==> src/rtl/e2c_pkg.sv <==
// Shared types and tables for the epoch-seconds to UTC calendar converter.
// Used by every module in this folder; depends on nothing else.
package e2c_pkg;

    localparam int CIV_LAT = 9;
    localparam int TOD_LAT = 3;
    localparam int TOD_DLY = CIV_LAT - TOD_LAT;

    typedef struct packed {
        logic vld;
        logic ok;
    } t_tag;

    typedef struct packed {
        logic [4:0] hour;
        logic [5:0] minute;
        logic [5:0] second;
    } t_hms;

    typedef struct packed {
        logic signed [19:0] year;
        logic [3:0]         mon;
        logic [4:0]         mday;
        logic [2:0]         wday;
        logic [8:0]         yday;
    } t_date;

    // First day of each month counted from March 1, in March-based month order.
    localparam logic [8:0] MONTH_START [16] = '{
        9'd0,   9'd31,  9'd61,  9'd92,  9'd122, 9'd153, 9'd184, 9'd214,
        9'd245, 9'd275, 9'd306, 9'd337, 9'd0,   9'd0,   9'd0,   9'd0
    };

endpackage

==> src/rtl/e2c_daysplit.sv <==
// Splits offset seconds into a day number and a second of the day.
// Four register stages built on constant reciprocal multiplies; uses e2c_pkg.
module e2c_daysplit (
    input  logic                i_clk,
    input  logic                i_rst_n,
    input  e2c_pkg::t_tag       i_tag,
    input  logic [43:0]         i_secs,
    output e2c_pkg::t_tag       o_tag,
    output logic [27:0]         o_zd,
    output logic [16:0]         o_tod
);

    localparam int DS_LAT = 4;
    localparam int SH_HI = 29;
    localparam int SH_LO = 38;
    localparam logic [19:0] M_HI = 20'(((64'd1 << SH_HI) + 64'd674) / 64'd675);
    localparam logic [28:0] M_LO = 29'(((64'd1 << SH_LO) + 64'd674) / 64'd675);

    e2c_pkg::t_tag r_tag [DS_LAT];

    logic [18:0] r1_uh;
    logic [17:0] r1_ul;
    logic [6:0]  r1_lo;
    logic [9:0]  r1_qh;
    logic [27:0] r2_x;
    logic [9:0]  r2_qh;
    logic [6:0]  r2_lo;
    logic [27:0] r3_x;
    logic [17:0] r3_ql;
    logic [9:0]  r3_qh;
    logic [6:0]  r3_lo;
    logic [27:0] r4_zd;
    logic [16:0] r4_tod;

    logic [38:0] w_ph;
    logic [9:0]  w_rh;
    logic [56:0] w_pl;
    logic [9:0]  w_rl;

    assign w_ph = 39'(i_secs[43:25]) * 39'(M_HI);
    assign w_rh = 10'(r1_uh - 19'(r1_qh) * 19'd675);
    assign w_pl = 57'(r2_x) * 57'(M_LO);
    assign w_rl = 10'(r3_x - 28'(r3_ql) * 28'd675);

    always_ff @(posedge i_clk) begin
        if (!i_rst_n) begin
            for (int k = 0; k < DS_LAT; k++) begin
                r_tag[k] <= '0;
            end
        end else begin
            r_tag[0] <= i_tag;
            for (int k = 1; k < DS_LAT; k++) begin
                r_tag[k] <= r_tag[k-1];
            end
        end
    end

    always_ff @(posedge i_clk) begin
        r1_uh  <= i_secs[43:25];
        r1_ul  <= i_secs[24:7];
        r1_lo  <= i_secs[6:0];
        r1_qh  <= w_ph[SH_HI+9:SH_HI];
        r2_x   <= {w_rh, r1_ul};
        r2_qh  <= r1_qh;
        r2_lo  <= r1_lo;
        r3_x   <= r2_x;
        r3_ql  <= w_pl[SH_LO+17:SH_LO];
        r3_qh  <= r2_qh;
        r3_lo  <= r2_lo;
        r4_zd  <= {r3_qh, r3_ql};
        r4_tod <= {w_rl, r3_lo};
    end

    assign o_tag = r_tag[DS_LAT-1];
    assign o_zd  = r4_zd;
    assign o_tod = r4_tod;

endmodule

==> src/rtl/e2c_tod.sv <==
// Breaks the second of the day into hour, minute and second.
// Three arithmetic stages and a delay line that match the date path; uses e2c_pkg.
module e2c_tod (
    input  logic           i_clk,
    input  logic [16:0]    i_tod,
    output e2c_pkg::t_hms  o_hms
);

    localparam int SH_HR = 29;
    localparam int SH_MN = 18;
    localparam logic [17:0] M_HR = 18'(((64'd1 << SH_HR) + 64'd3599) / 64'd3600);
    localparam logic [12:0] M_MN = 13'(((64'd1 << SH_MN) + 64'd59) / 64'd60);

    logic [16:0] r1_tod;
    logic [4:0]  r1_hour;
    logic [11:0] r2_trem;
    logic [4:0]  r2_hour;
    logic [11:0] r3_trem;
    logic [5:0]  r3_min;
    logic [4:0]  r3_hour;
    e2c_pkg::t_hms r_dly [e2c_pkg::TOD_DLY];

    logic [34:0] w_phr;
    logic [24:0] w_pmn;
    e2c_pkg::t_hms w_hms;

    assign w_phr = 35'(i_tod) * 35'(M_HR);
    assign w_pmn = 25'(r2_trem) * 25'(M_MN);

    always_comb begin
        w_hms.hour   = r3_hour;
        w_hms.minute = r3_min;
        w_hms.second = 6'(r3_trem - 12'(r3_min) * 12'd60);
    end

    always_ff @(posedge i_clk) begin
        r1_tod  <= i_tod;
        r1_hour <= w_phr[SH_HR+4:SH_HR];
        r2_trem <= 12'(r1_tod - 17'(r1_hour) * 17'd3600);
        r2_hour <= r1_hour;
        r3_trem <= r2_trem;
        r3_min  <= w_pmn[SH_MN+5:SH_MN];
        r3_hour <= r2_hour;
        r_dly[0] <= w_hms;
        for (int k = 1; k < e2c_pkg::TOD_DLY; k++) begin
            r_dly[k] <= r_dly[k-1];
        end
    end

    assign o_hms = r_dly[e2c_pkg::TOD_DLY-1];

endmodule

==> src/rtl/e2c_civil.sv <==
// Turns an offset day number into year, month, day, weekday and day of year.
// Nine register stages, at most one constant reciprocal multiply deep each; uses e2c_pkg.
module e2c_civil (
    input  logic            i_clk,
    input  logic            i_rst_n,
    input  e2c_pkg::t_tag   i_tag,
    input  logic [27:0]     i_zd,
    output e2c_pkg::t_tag   o_tag,
    output e2c_pkg::t_date  o_date
);

    localparam int SH_ERA = 46;
    localparam int SH_A   = 29;
    localparam int SH_B   = 34;
    localparam int SH_W   = 21;
    localparam int SH_Y   = 27;
    localparam int SH_C   = 16;
    localparam int SH_M   = 19;
    localparam logic [28:0] M_ERA = 29'(((64'd1 << SH_ERA) + 64'd146096) / 64'd146097);
    localparam logic [18:0] M_A   = 19'(((64'd1 << SH_A) + 64'd1459) / 64'd1460);
    localparam logic [18:0] M_B   = 19'(((64'd1 << SH_B) + 64'd36523) / 64'd36524);
    localparam logic [18:0] M_W   = 19'(((64'd1 << SH_W) + 64'd6) / 64'd7);
    localparam logic [18:0] M_Y   = 19'(((64'd1 << SH_Y) + 64'd364) / 64'd365);
    localparam logic [9:0]  M_C   = 10'(((64'd1 << SH_C) + 64'd99) / 64'd100);
    localparam logic [11:0] M_M   = 12'(((64'd1 << SH_M) + 64'd152) / 64'd153);
    localparam logic [20:0] YEAR_OFS = 21'd281900;

    e2c_pkg::t_tag r_tag [e2c_pkg::CIV_LAT];

    logic [27:0] r1_zd;
    logic [10:0] r1_era;
    logic [17:0] r2_doe, r2_doe3;
    logic [19:0] r2_yb;
    logic [6:0]  r3_a;
    logic [2:0]  r3_b;
    logic        r3_c;
    logic [14:0] r3_q7;
    logic [17:0] r3_doe, r3_doe3;
    logic [19:0] r3_yb;
    logic [17:0] r4_v, r4_doe;
    logic [2:0]  r4_wday;
    logic [19:0] r4_yb;
    logic [8:0]  r5_yoe;
    logic [17:0] r5_doe;
    logic [2:0]  r5_wday;
    logic [19:0] r5_yb;
    logic [1:0]  r6_y100;
    logic [8:0]  r6_yoe;
    logic [17:0] r6_doe;
    logic [2:0]  r6_wday;
    logic [19:0] r6_yb;
    logic [8:0]  r7_doy, r7_yoe;
    logic        r7_leap;
    logic [2:0]  r7_wday;
    logic [19:0] r7_yb;
    logic [3:0]  r8_mp;
    logic [8:0]  r8_doy, r8_yoe;
    logic        r8_leap;
    logic [2:0]  r8_wday;
    logic [19:0] r8_yb;
    e2c_pkg::t_date r9_date;

    logic [56:0] w_pe;
    logic [17:0] w_doe;
    logic [20:0] w_y400;
    logic [36:0] w_pa, w_pb, w_pw, w_py;
    logic [18:0] w_pc;
    logic [17:0] w_ystart;
    logic [8:0]  w_r100;
    logic [10:0] w_p5;
    logic [22:0] w_pm;
    logic        w_late;
    e2c_pkg::t_date w_date;

    assign w_pe     = 57'(i_zd) * 57'(M_ERA);
    assign w_doe    = 18'(r1_zd - 28'(r1_era) * 28'd146097);
    assign w_y400   = 21'(r1_era) * 21'd400;
    assign w_pa     = 37'(r2_doe) * 37'(M_A);
    assign w_pb     = 37'(r2_doe) * 37'(M_B);
    assign w_pw     = 37'(r2_doe3) * 37'(M_W);
    assign w_py     = 37'(r4_v) * 37'(M_Y);
    assign w_pc     = 19'(r5_yoe) * 19'(M_C);
    assign w_ystart = 18'(r6_yoe) * 18'd365 + 18'(r6_yoe[8:2]) - 18'(r6_y100);
    assign w_r100   = r6_yoe - 9'(r6_y100) * 9'd100;
    assign w_p5     = 11'(r7_doy) * 11'd5 + 11'd2;
    assign w_pm     = 23'(w_p5) * 23'(M_M);
    assign w_late   = (r8_mp >= 4'd10);

    always_comb begin
        w_date.year = $signed(r8_yb + 20'(r8_yoe) + 20'(w_late));
        w_date.mon  = w_late ? 4'(r8_mp - 4'd10) : 4'(r8_mp + 4'd2);
        w_date.mday = 5'(r8_doy - e2c_pkg::MONTH_START[r8_mp] + 9'd1);
        w_date.wday = r8_wday;
        w_date.yday = w_late ? 9'(r8_doy - 9'd306) : 9'(r8_doy + 9'd59 + 9'(r8_leap));
    end

    always_ff @(posedge i_clk) begin
        if (!i_rst_n) begin
            for (int k = 0; k < e2c_pkg::CIV_LAT; k++) begin
                r_tag[k] <= '0;
            end
        end else begin
            r_tag[0] <= i_tag;
            for (int k = 1; k < e2c_pkg::CIV_LAT; k++) begin
                r_tag[k] <= r_tag[k-1];
            end
        end
    end

    always_ff @(posedge i_clk) begin
        r1_zd   <= i_zd;
        r1_era  <= w_pe[SH_ERA+10:SH_ERA];

        r2_doe  <= w_doe;
        r2_doe3 <= w_doe + 18'd3;
        r2_yb   <= 20'(w_y400 - YEAR_OFS);

        r3_a    <= w_pa[SH_A+6:SH_A];
        r3_b    <= w_pb[SH_B+2:SH_B];
        r3_c    <= (r2_doe == 18'd146096);
        r3_q7   <= w_pw[SH_W+14:SH_W];
        r3_doe  <= r2_doe;
        r3_doe3 <= r2_doe3;
        r3_yb   <= r2_yb;

        r4_v    <= r3_doe - 18'(r3_a) + 18'(r3_b) - 18'(r3_c);
        r4_doe  <= r3_doe;
        r4_wday <= 3'(r3_doe3 - 18'(r3_q7) * 18'd7);
        r4_yb   <= r3_yb;

        r5_yoe  <= w_py[SH_Y+8:SH_Y];
        r5_doe  <= r4_doe;
        r5_wday <= r4_wday;
        r5_yb   <= r4_yb;

        r6_y100 <= w_pc[SH_C+1:SH_C];
        r6_yoe  <= r5_yoe;
        r6_doe  <= r5_doe;
        r6_wday <= r5_wday;
        r6_yb   <= r5_yb;

        r7_doy  <= 9'(r6_doe - w_ystart);
        r7_leap <= ((r6_yoe[1:0] == 2'b00) && (w_r100 != 9'd0)) || (r6_yoe == 9'd0);
        r7_yoe  <= r6_yoe;
        r7_wday <= r6_wday;
        r7_yb   <= r6_yb;

        r8_mp   <= w_pm[SH_M+3:SH_M];
        r8_doy  <= r7_doy;
        r8_leap <= r7_leap;
        r8_yoe  <= r7_yoe;
        r8_wday <= r7_wday;
        r8_yb   <= r7_yb;

        r9_date <= w_date;
    end

    assign o_tag  = r_tag[e2c_pkg::CIV_LAT-1];
    assign o_date = r9_date;

endmodule

==> src/rtl/epoch_seconds_to_utc_calendar.sv <==
// Top level of the epoch-seconds to UTC calendar converter.
// Instantiates e2c_daysplit, e2c_tod and e2c_civil; uses e2c_pkg.
//
// The converter takes one timestamp beat in every clock cycle; o_busy is never
// raised. Each result appears on the output ports for exactly one cycle with
// o_strobe high, after one input stage, four stages that split seconds into
// day number and second of day, and nine stages that derive the calendar date,
// each stage holding at most one constant-reciprocal multiply. Results cannot
// be held off; a receiver must take every strobed beat. When o_valid_res is
// low, all other fields are zero.
module epoch_seconds_to_utc_calendar (
    input  logic               i_clk,
    input  logic               i_rst_n,
    input  logic               i_start,
    output logic               o_busy,
    input  logic signed [43:0] i_epoch_seconds,
    output logic               o_strobe,
    output logic               o_valid_res,
    output logic signed [19:0] o_years_since_1900,
    output logic [3:0]         o_month_index,
    output logic [4:0]         o_day_of_month,
    output logic [4:0]         o_hour_of_day,
    output logic [5:0]         o_minute_of_hour,
    output logic [5:0]         o_second_of_minute,
    output logic [2:0]         o_weekday,
    output logic [8:0]         o_day_of_year
);

    localparam logic signed [43:0] SEC_LIMIT = 44'sd8640000000000;
    localparam longint OFF_DAYS = 64'sd719468 + 64'sd700 * 64'sd146097;
    localparam logic [43:0] OFF_SECS = 44'(OFF_DAYS * 64'sd86400);

    e2c_pkg::t_tag  r_tag;
    logic [43:0]    r_secs;
    e2c_pkg::t_tag  w_ds_tag, w_out_tag;
    logic [27:0]    w_zd;
    logic [16:0]    w_tod;
    e2c_pkg::t_hms  w_hms;
    e2c_pkg::t_date w_date;

    assign o_busy = 1'b0;

    always_ff @(posedge i_clk) begin
        if (!i_rst_n) begin
            r_tag <= '0;
        end else begin
            r_tag.vld <= i_start;
            r_tag.ok  <= !((i_epoch_seconds > SEC_LIMIT) || (i_epoch_seconds < -SEC_LIMIT));
        end
    end

    always_ff @(posedge i_clk) begin
        r_secs <= $unsigned(i_epoch_seconds) + OFF_SECS;
    end

    e2c_daysplit u_daysplit (
        .i_clk   (i_clk),
        .i_rst_n (i_rst_n),
        .i_tag   (r_tag),
        .i_secs  (r_secs),
        .o_tag   (w_ds_tag),
        .o_zd    (w_zd),
        .o_tod   (w_tod)
    );

    e2c_tod u_tod (
        .i_clk (i_clk),
        .i_tod (w_tod),
        .o_hms (w_hms)
    );

    e2c_civil u_civil (
        .i_clk   (i_clk),
        .i_rst_n (i_rst_n),
        .i_tag   (w_ds_tag),
        .i_zd    (w_zd),
        .o_tag   (w_out_tag),
        .o_date  (w_date)
    );

    assign o_strobe           = w_out_tag.vld;
    assign o_valid_res        = w_out_tag.ok;
    assign o_years_since_1900 = w_out_tag.ok ? w_date.year : 20'sd0;
    assign o_month_index      = w_out_tag.ok ? w_date.mon : 4'd0;
    assign o_day_of_month     = w_out_tag.ok ? w_date.mday : 5'd0;
    assign o_hour_of_day      = w_out_tag.ok ? w_hms.hour : 5'd0;
    assign o_minute_of_hour   = w_out_tag.ok ? w_hms.minute : 6'd0;
    assign o_second_of_minute = w_out_tag.ok ? w_hms.second : 6'd0;
    assign o_weekday          = w_out_tag.ok ? w_date.wday : 3'd0;
    assign o_day_of_year      = w_out_tag.ok ? w_date.yday : 9'd0;

endmodule

==> config.mk <==
export PLATFORM = sky130hd
export DESIGN_NAME = epoch_seconds_to_utc_calendar
export DESIGN_NICKNAME = d
export VERILOG_FILES = /design/src/rtl/e2c_pkg.sv /design/src/rtl/e2c_daysplit.sv /design/src/rtl/e2c_tod.sv /design/src/rtl/e2c_civil.sv /design/src/rtl/epoch_seconds_to_utc_calendar.sv
export SDC_FILE = /design/constraint.sdc
export NUM_CORES = 2
export LEC_CHECK = 0
export BUFFER_PORTS_ARGS = -buffer_cell sky130_fd_sc_hd__clkbuf_2
export CORE_MARGIN = 3
export CORE_UTILIZATION = 60
export CTS_CLUSTER_SIZE = 20
export DETAILED_ROUTE_END_ITERATION = 6
export GPL_TIMING_DRIVEN = 0
export HOLD_SLACK_MARGIN = 0.1
export PLACE_DENSITY = 0.79
export SYNTH_ARGS = -nofsm -noshare
export SYNTH_HDL_FRONTEND = slang
export SYNTH_SLANG_ARGS = --single-unit
==> constraint.sdc <==
create_clock -name i_clk -period 8.25 [get_ports i_clk]
set_input_delay 1.65 -clock i_clk [delete_from_list [all_inputs] [get_ports i_clk]]
set_output_delay 1.65 -clock i_clk [all_outputs]
set_load 0.01 [all_outputs]
# ---- Yosys cells after proc, flatten, opt, wreduce, memory -nomap -nowiden
# Memory sizes are Yosys's and may differ from the RTL's.
# Index checks and enable logic that the tools add are counted.
dict set report word_totals {
  register_bits 692
  latchBits 0
  ram_bits 128
  mem_bits_ro 144
  in_bits 47
  out_inout_bits 61
  mem_count 4
}
# name words width read_ports rd_clocked_by_memory_dff write_ports line_no
set mem_list {}
lappend mem_list {{(name not given)} 16 9 1 0 0 e2c_civil.sv:92} ;# w_date.mday = 5'(r8_doy - e2c_pkg::MONTH_START[r8_mp] + 9'd1);
lappend mem_list {u_tod.r_dly 6 17 6 0 6 e2c_tod.sv:21} ;# e2c_pkg::t_hms r_dly [e2c_pkg::TOD_DLY];
lappend mem_list {u_civil.r_tag 9 2 9 0 9 e2c_civil.sv:28} ;# e2c_pkg::t_tag r_tag [e2c_pkg::CIV_LAT];
lappend mem_list {u_daysplit.r_tag 4 2 4 0 4 e2c_daysplit.sv:19} ;# e2c_pkg::t_tag r_tag [DS_LAT];
dict set report op_classes {
  add_sub_neg 26
  mul 21
  div 0
  order_cmp 4
  n_eq_ne 1
  shift 0
  n_mux 27
  bitwise_logic 14
  reduce_logical 7
}
# op n
set op_table {}
lappend op_table {{18-bit by 16-bit multiplier with 33-bit output (second input constant)} 2}
lappend op_table {{28-bit by 29-bit multiplier with 57-bit output (second input constant)} 1}
lappend op_table {{28-bit by 29-bit multiplier with 56-bit output (second input constant)} 1}
lappend op_table {{44-bit adder (second input constant)} 1}
lappend op_table {{44-bit > comparator (second input constant)} 1}
lappend op_table {{44-bit < comparator (second input constant)} 1}
lappend op_table {{19-bit by 20-bit multiplier with 39-bit output (second input constant)} 1}
lappend op_table {{18-bit by 19-bit multiplier with 37-bit output (second input constant)} 1}
lappend op_table {{18-bit by 18-bit multiplier with 35-bit output (second input constant)} 1}
lappend op_table {{17-bit by 18-bit multiplier with 34-bit output (second input constant)} 1}
lappend op_table {{2-bit two-way mux} 13}
lappend op_table {{11-bit by 12-bit multiplier with 23-bit output (second input constant)} 1}
lappend op_table {{12-bit by 12-bit multiplier with 23-bit output (second input constant)} 1}
lappend op_table {{20-bit by 1-bit adder with 20-bit output} 1}
lappend op_table {{20-bit by 9-bit adder with 20-bit output} 1}
lappend op_table {{20-bit two-way mux} 1}
lappend op_table {{5-bit two-way mux} 4}
lappend op_table {{10-bit subtractor} 2}
lappend op_table {{20-bit by 19-bit subtractor with 20-bit output (second input constant)} 1}
lappend op_table {{18-bit by 2-bit adder with 18-bit output (second input constant)} 1}
lappend op_table {{18-bit by 3-bit adder with 18-bit output} 1}
lappend op_table {{18-bit equality test (second input constant)} 1}
lappend op_table {{11-bit by 18-bit multiplier with 18-bit output (second input constant)} 1}
lappend op_table {{18-bit by 10-bit multiplier with 10-bit output (second input constant)} 1}
lappend op_table {{41 further kinds} 59}

# ---- Logic depth before layout (Yosys ltp)
dict set report depth {
  depth_word 6
  ltp_mapped 29
  depth_no_buf 29
}

# ---- Modules after synthesis
# From an unflattened synthesis, not the netlist that was laid out.
dict set report hier_totals {
  cells_unflattened 7770
  area_unflattened_um2 83254.8
}
# mod instances cells_each area_per_inst_um2
set by_module_without_submodules {}
lappend by_module_without_submodules {e2c_civil 1 4644 49774.0}
lappend by_module_without_submodules {e2c_daysplit 1 2053 21956.1}
lappend by_module_without_submodules {e2c_tod 1 812 9223.8}
lappend by_module_without_submodules {epoch_seconds_to_utc_calendar 1 261 2301.0}

# ---- Worst setup path after synthesis
# OpenSTA, ideal clock, no wires.
dict set report synth_path {
  kind {reg2reg}
  from {reg u_civil.r7_doy[1]}
  to {reg u_civil.r8_mp[3]}
  setup_ns 0.063
  arrival_ns 6.540
  required_ns 8.187
  slack_ns 1.647
  path_stages_with_launch 27
  n_path_buf 0
  synth_period_minus_slack_ns 6.603
  path_cell_list {dfxtp_1 ha_1 ha_1 o211a_1 o21a_1 o21a_1 o21a_1 o21ai_0 nand2b_1 a21oi_1 o21bai_1 xor2_1 ha_1 inv_1 fa_1 fa_1 fa_1 fa_1 inv_1 ha_1 or4_1 a21oi_1 o31ai_1 a21oi_1 o21ai_0 or4_1 nand3_1}
}
dict set report synth_between {
  elab_chain_cells 3
}
# item line_no
set synth_rtl {}
lappend synth_rtl {{from (decl)} e2c_civil.sv:52} ;# logic [8:0] r7_doy, r7_yoe;
lappend synth_rtl {{from (signal assigned)} e2c_civil.sv:142} ;# r7_doy <= 9'(r6_doe - w_ystart);
lappend synth_rtl {{9-bit by 3-bit multiplier with 11-bit output} e2c_civil.sv:85} ;# assign w_p5 = 11'(r7_doy) * 11'd5 + 11'd2;
lappend synth_rtl {{11-bit by 2-bit adder with 11-bit output} e2c_civil.sv:85}
lappend synth_rtl {{11-bit by 12-bit multiplier with 23-bit output} e2c_civil.sv:86} ;# assign w_pm = 23'(w_p5) * 23'(M_M);
lappend synth_rtl {{named net u_civil.w_pm[22]} e2c_civil.sv:71} ;# logic [22:0] w_pm;
lappend synth_rtl {{to (signal assigned)} e2c_civil.sv:148} ;# r8_mp <= w_pm[SH_M+3:SH_M];
lappend synth_rtl {{to (decl)} e2c_civil.sv:56} ;# logic [3:0] r8_mp;
# The timed path passes the listed nets, and every way through them passes these cells.
# A chain may end at the register's enable or synchronous reset.

# ---- Worst setup path in the final report
dict set report layout_path {
  from {reg u_daysplit.r4_zd[15] (netlist: u_daysplit.o_zd[15])}
  to {reg u_civil.r1_era[8]}
}
dict set report layout_between {
  elab_chain_cells 1
}
# item line_no
set layout_rtl {}
lappend layout_rtl {{from (decl)} e2c_daysplit.sv:32} ;# logic [27:0] r4_zd;
lappend layout_rtl {{from (signal assigned)} e2c_daysplit.sv:70} ;# r4_zd <= {r3_qh, r3_ql};
lappend layout_rtl {{28-bit by 29-bit multiplier with 57-bit output} e2c_civil.sv:75} ;# assign w_pe = 57'(i_zd) * 57'(M_ERA);
lappend layout_rtl {{named net u_civil.w_pe[54]} e2c_civil.sv:63} ;# logic [56:0] w_pe;
lappend layout_rtl {{to (signal assigned)} e2c_civil.sv:112} ;# r1_era <= w_pe[SH_ERA+10:SH_ERA];
lappend layout_rtl {{to (decl)} e2c_civil.sv:31} ;# logic [10:0] r1_era;
# The timed path passes the listed nets, and every way through them passes these cells.

==> flow_metrics.env <==
export IMPL_dieWidth_um=377
export IMPL_worst_hold_path_num_cells=0
export IMPL_area_delta_synth_final_pct=6.84
export IMPL_yosysTopAreaCellShare_pct=29.9
export IMPL_wl_per_cell_um=17.4
export IMPL_final_common_cell="inv_1"
export IMPL_ys_top_cells_by_area="fa_1 (30%), ha_1 (29%), dfxtp_1 (19%), inv_1 (9.6%), xnor2_1 (2.6%)"
export IMPL_clkSinkCount=780
export IMPL_num_rows=135
export IMPL_finalSetupViolCount=0
export IMPL_clk_pin_slew_ps=70
export IMPL_drive_gt1_share_pct=3.80
export IMPL_synth_edf_count=0
export IMPL_start_kind="register"
export IMPL_synth_cells=7593
export IMPL_synth_warnings=0
export IMPL_hold_violations=0
export IMPL_crit_fanout=7
export IMPL_cts_buffer_depth=3
export IMPL_grt_antenna_before_repair=3
export IMPL_crit_type="reg -> reg"
export IMPL_dp_cells=9478
export IMPL_drc_errors=0
export IMPL_portBuffers=104
export IMPL_num_vias=50500
export IMPL_whs_ps=314
export IMPL_r2r_cells=21
export IMPL_rsz0062_at_grt="false"
export IMPL_max_freq_mhz=126
export IMPL_setup_tns_ps=0
export IMPL_yosysSeqAreaShare_pct=18.9
export IMPL_ant_nets=0
export IMPL_arrival_ps=8490
export IMPL_synth_cell_type_count=90
export IMPL_overflow=0
export IMPL_grt_pass1_wl_um=280000
export IMPL_place_congestion=0.962
export IMPL_grt_usage_pct=24.8
export IMPL_dr_first_iter_drc_count=2243
export IMPL_final_cell_mix="inv_1 (2100), ha_1 (1912), fa_1 (1233), dfxtp_1 (780), xnor2_1 (241)"
export IMPL_finalNonFillerCells=9633
export IMPL_ios=108
export IMPL_die_area_um2=142000
export IMPL_cts_buffers=80
export IMPL_start_util_pct=60.6
export IMPL_drv_cap=0
export IMPL_async_flop_share_pct=0
export IMPL_end_kind="register"
export IMPL_synth_area_per_cell_um2=10.9
export IMPL_max_slew_margin_rel_pct=19.4
export IMPL_syn_num_nets=10800
export IMPL_cts_tree="built"
export IMPL_grt_max_degree=17
export IMPL_syn_cell_area_um2=82400
export IMPL_critical_path_required_ps=8830
export IMPL_ys_flop_type="dfxtp_1"
export IMPL_die_y_um=377
export IMPL_worst_pin_slew_ps=1200
export IMPL_grt_pass1_vias=55600
export IMPL_slew_viol_final=0
export IMPL_ys_seq_elements=780
export IMPL_status="complete, no violations"
export IMPL_clkLatencyLatePin_ps=720
export IMPL_cts_root_buf="clkbuf_16"
export IMPL_min_period_over_period_pct=95.9
export IMPL_fill_cells=10400
export IMPL_hpwl_um=144000
export IMPL_hp_class="reg -> reg"
export IMPL_finalCriticalPeriod_ps=7920
export IMPL_core_area_um2=136000
export IMPL_yosys_area_top_type="fa_1"
export IMPL_via_per_inst=5.24
export IMPL_h_tree_depth=3
export IMPL_final_setup_skew_ps=52.9
export IMPL_first_pass_iters=5
export IMPL_routed_wl_um=168000
export IMPL_fin_nets=11000
==> cell usage after synthesis (all sizes together) (6+ instances only) <==
master      n
inv      2100
ha       1912
fa       1233
dfxtp     780
xnor2     243
a21oi     175
nor2      114
nand2     113
o21ai     108
and2       97
a21o       96
xor2       96
nand3      50
nor3       49
nand4      42
nor2b      29
o21a       27
o21bai     24
nand2b     23
and3       22
a211oi     18
a31oi      15
clkbuf     15
o211ai     15
or3        15
nor4       14
and4       13
or2        11
a2111oi    10
a211o       8
a221oi      8
o31ai       8
or4         8
a31o        7
o41ai       7
a41oi       6
o2111ai     6
==> routing by layer <==
layer  track usage, %  up-vias  share of wire (%)
met5                0        -                  0
met4             8.53        0                3.7
met3             3.50      347                4.3
met2             44.6     1057                 51
met1             30.6    24900                 41
li1                 -    24200                  -
==> registers in the layout, indices dropped and copies added (netlist names), 18 cells and up <==
signal	cells
u_civil.r4_v	18
u_civil.r2_doe3	18
u_daysplit.r1_ul	18
u_civil.o_date	41
r_secs	44
u_civil.r_tag	18
u_daysplit.r2_x	28
u_civil.r3_doe	18
u_civil.r1_zd	18
u_daysplit.o_zd	28
u_daysplit.r3_ql	18
u_civil.r2_doe	18
u_tod.r_dly	102
==> area by class of cell <==
class / instances / area [um^2] / area share (%)
multi-input cells: 4696 / 58900 / 66.9
flip-flops and latches: 780 / 15600 / 17.7
inverters: 2100 / 7880 / 8.95
well taps: 1781 / 2230 / 2.53
clock buffers: 102 / 2210 / 2.51
clock inverters: 46 / 648 / 0.736
repair buffers: 104 / 520 / 0.591
plain buffers: 17 / 67.6 / 0.0767
diodes: 7 / 17.5 / 0.0199
==> metrics by stage <==
step	setup WS (ps)	utilization (%)	cell area [um^2]
floorplan	1650	-	82400
global placement	285	62.7	85200
detailed placement	278	62.7	85200
CTS	206	64.8	88100
global route	73.4	64.8	88100
finish	335	64.8	88100
==> cell families after synthesis <==
family                   count (synthesis)  synth area share, %
adder cells (fa/ha/maj)               3145                 59.0
buffers and inverters                 2117                 9.64
flip-flops                             780                 18.9
AND/OR/NAND/NOR                        616                 3.98
AO/OA/AOI/OAI                          591                 4.78
XOR/XNOR                               339                 3.65
multiplexers                             4               0.0486
other                                    1              0.00455
==> critical path, cell delays in order, from the launching register on <==
cell	delay [ps]
dfxtp_1	710
ha_1	490
inv_1	110
fa_1	640
inv_1	70
fa_1	490
fa_1	520
inv_1	60
fa_1	570
fa_1	450
fa_1	510
inv_1	50
ha_1	290
nand4_1	230
nor4_4	600
nand3_1	280
nand4_1	270
o21ai_0	350
o221ai_2	380
a21oi_1	150
nand2b_1	160
a221oi_1	390
==> what timing repair did <==
item                                    in CTS  in global routing
gates resized for setup                      0                  1
buffers inserted                             0                  0
endpoints found under the setup margin       0                  1
hold buffers                                 0                  0
==> final timing paths <==
check,slack [ps],end,startpoint
max,330,u_civil.r1_era[8],u_daysplit.o_zd[15]
min,310,u_daysplit.r3_lo[2],u_daysplit.r2_lo[2]
max reg2reg,330,u_civil.r1_era[8],u_daysplit.o_zd[15]
min reg2reg,310,u_daysplit.r3_lo[2],u_daysplit.r2_lo[2]
Power is left out: the tool's default activity adds up to more than one toggle a clock period on the data nets, which glitch-free logic cannot reach.
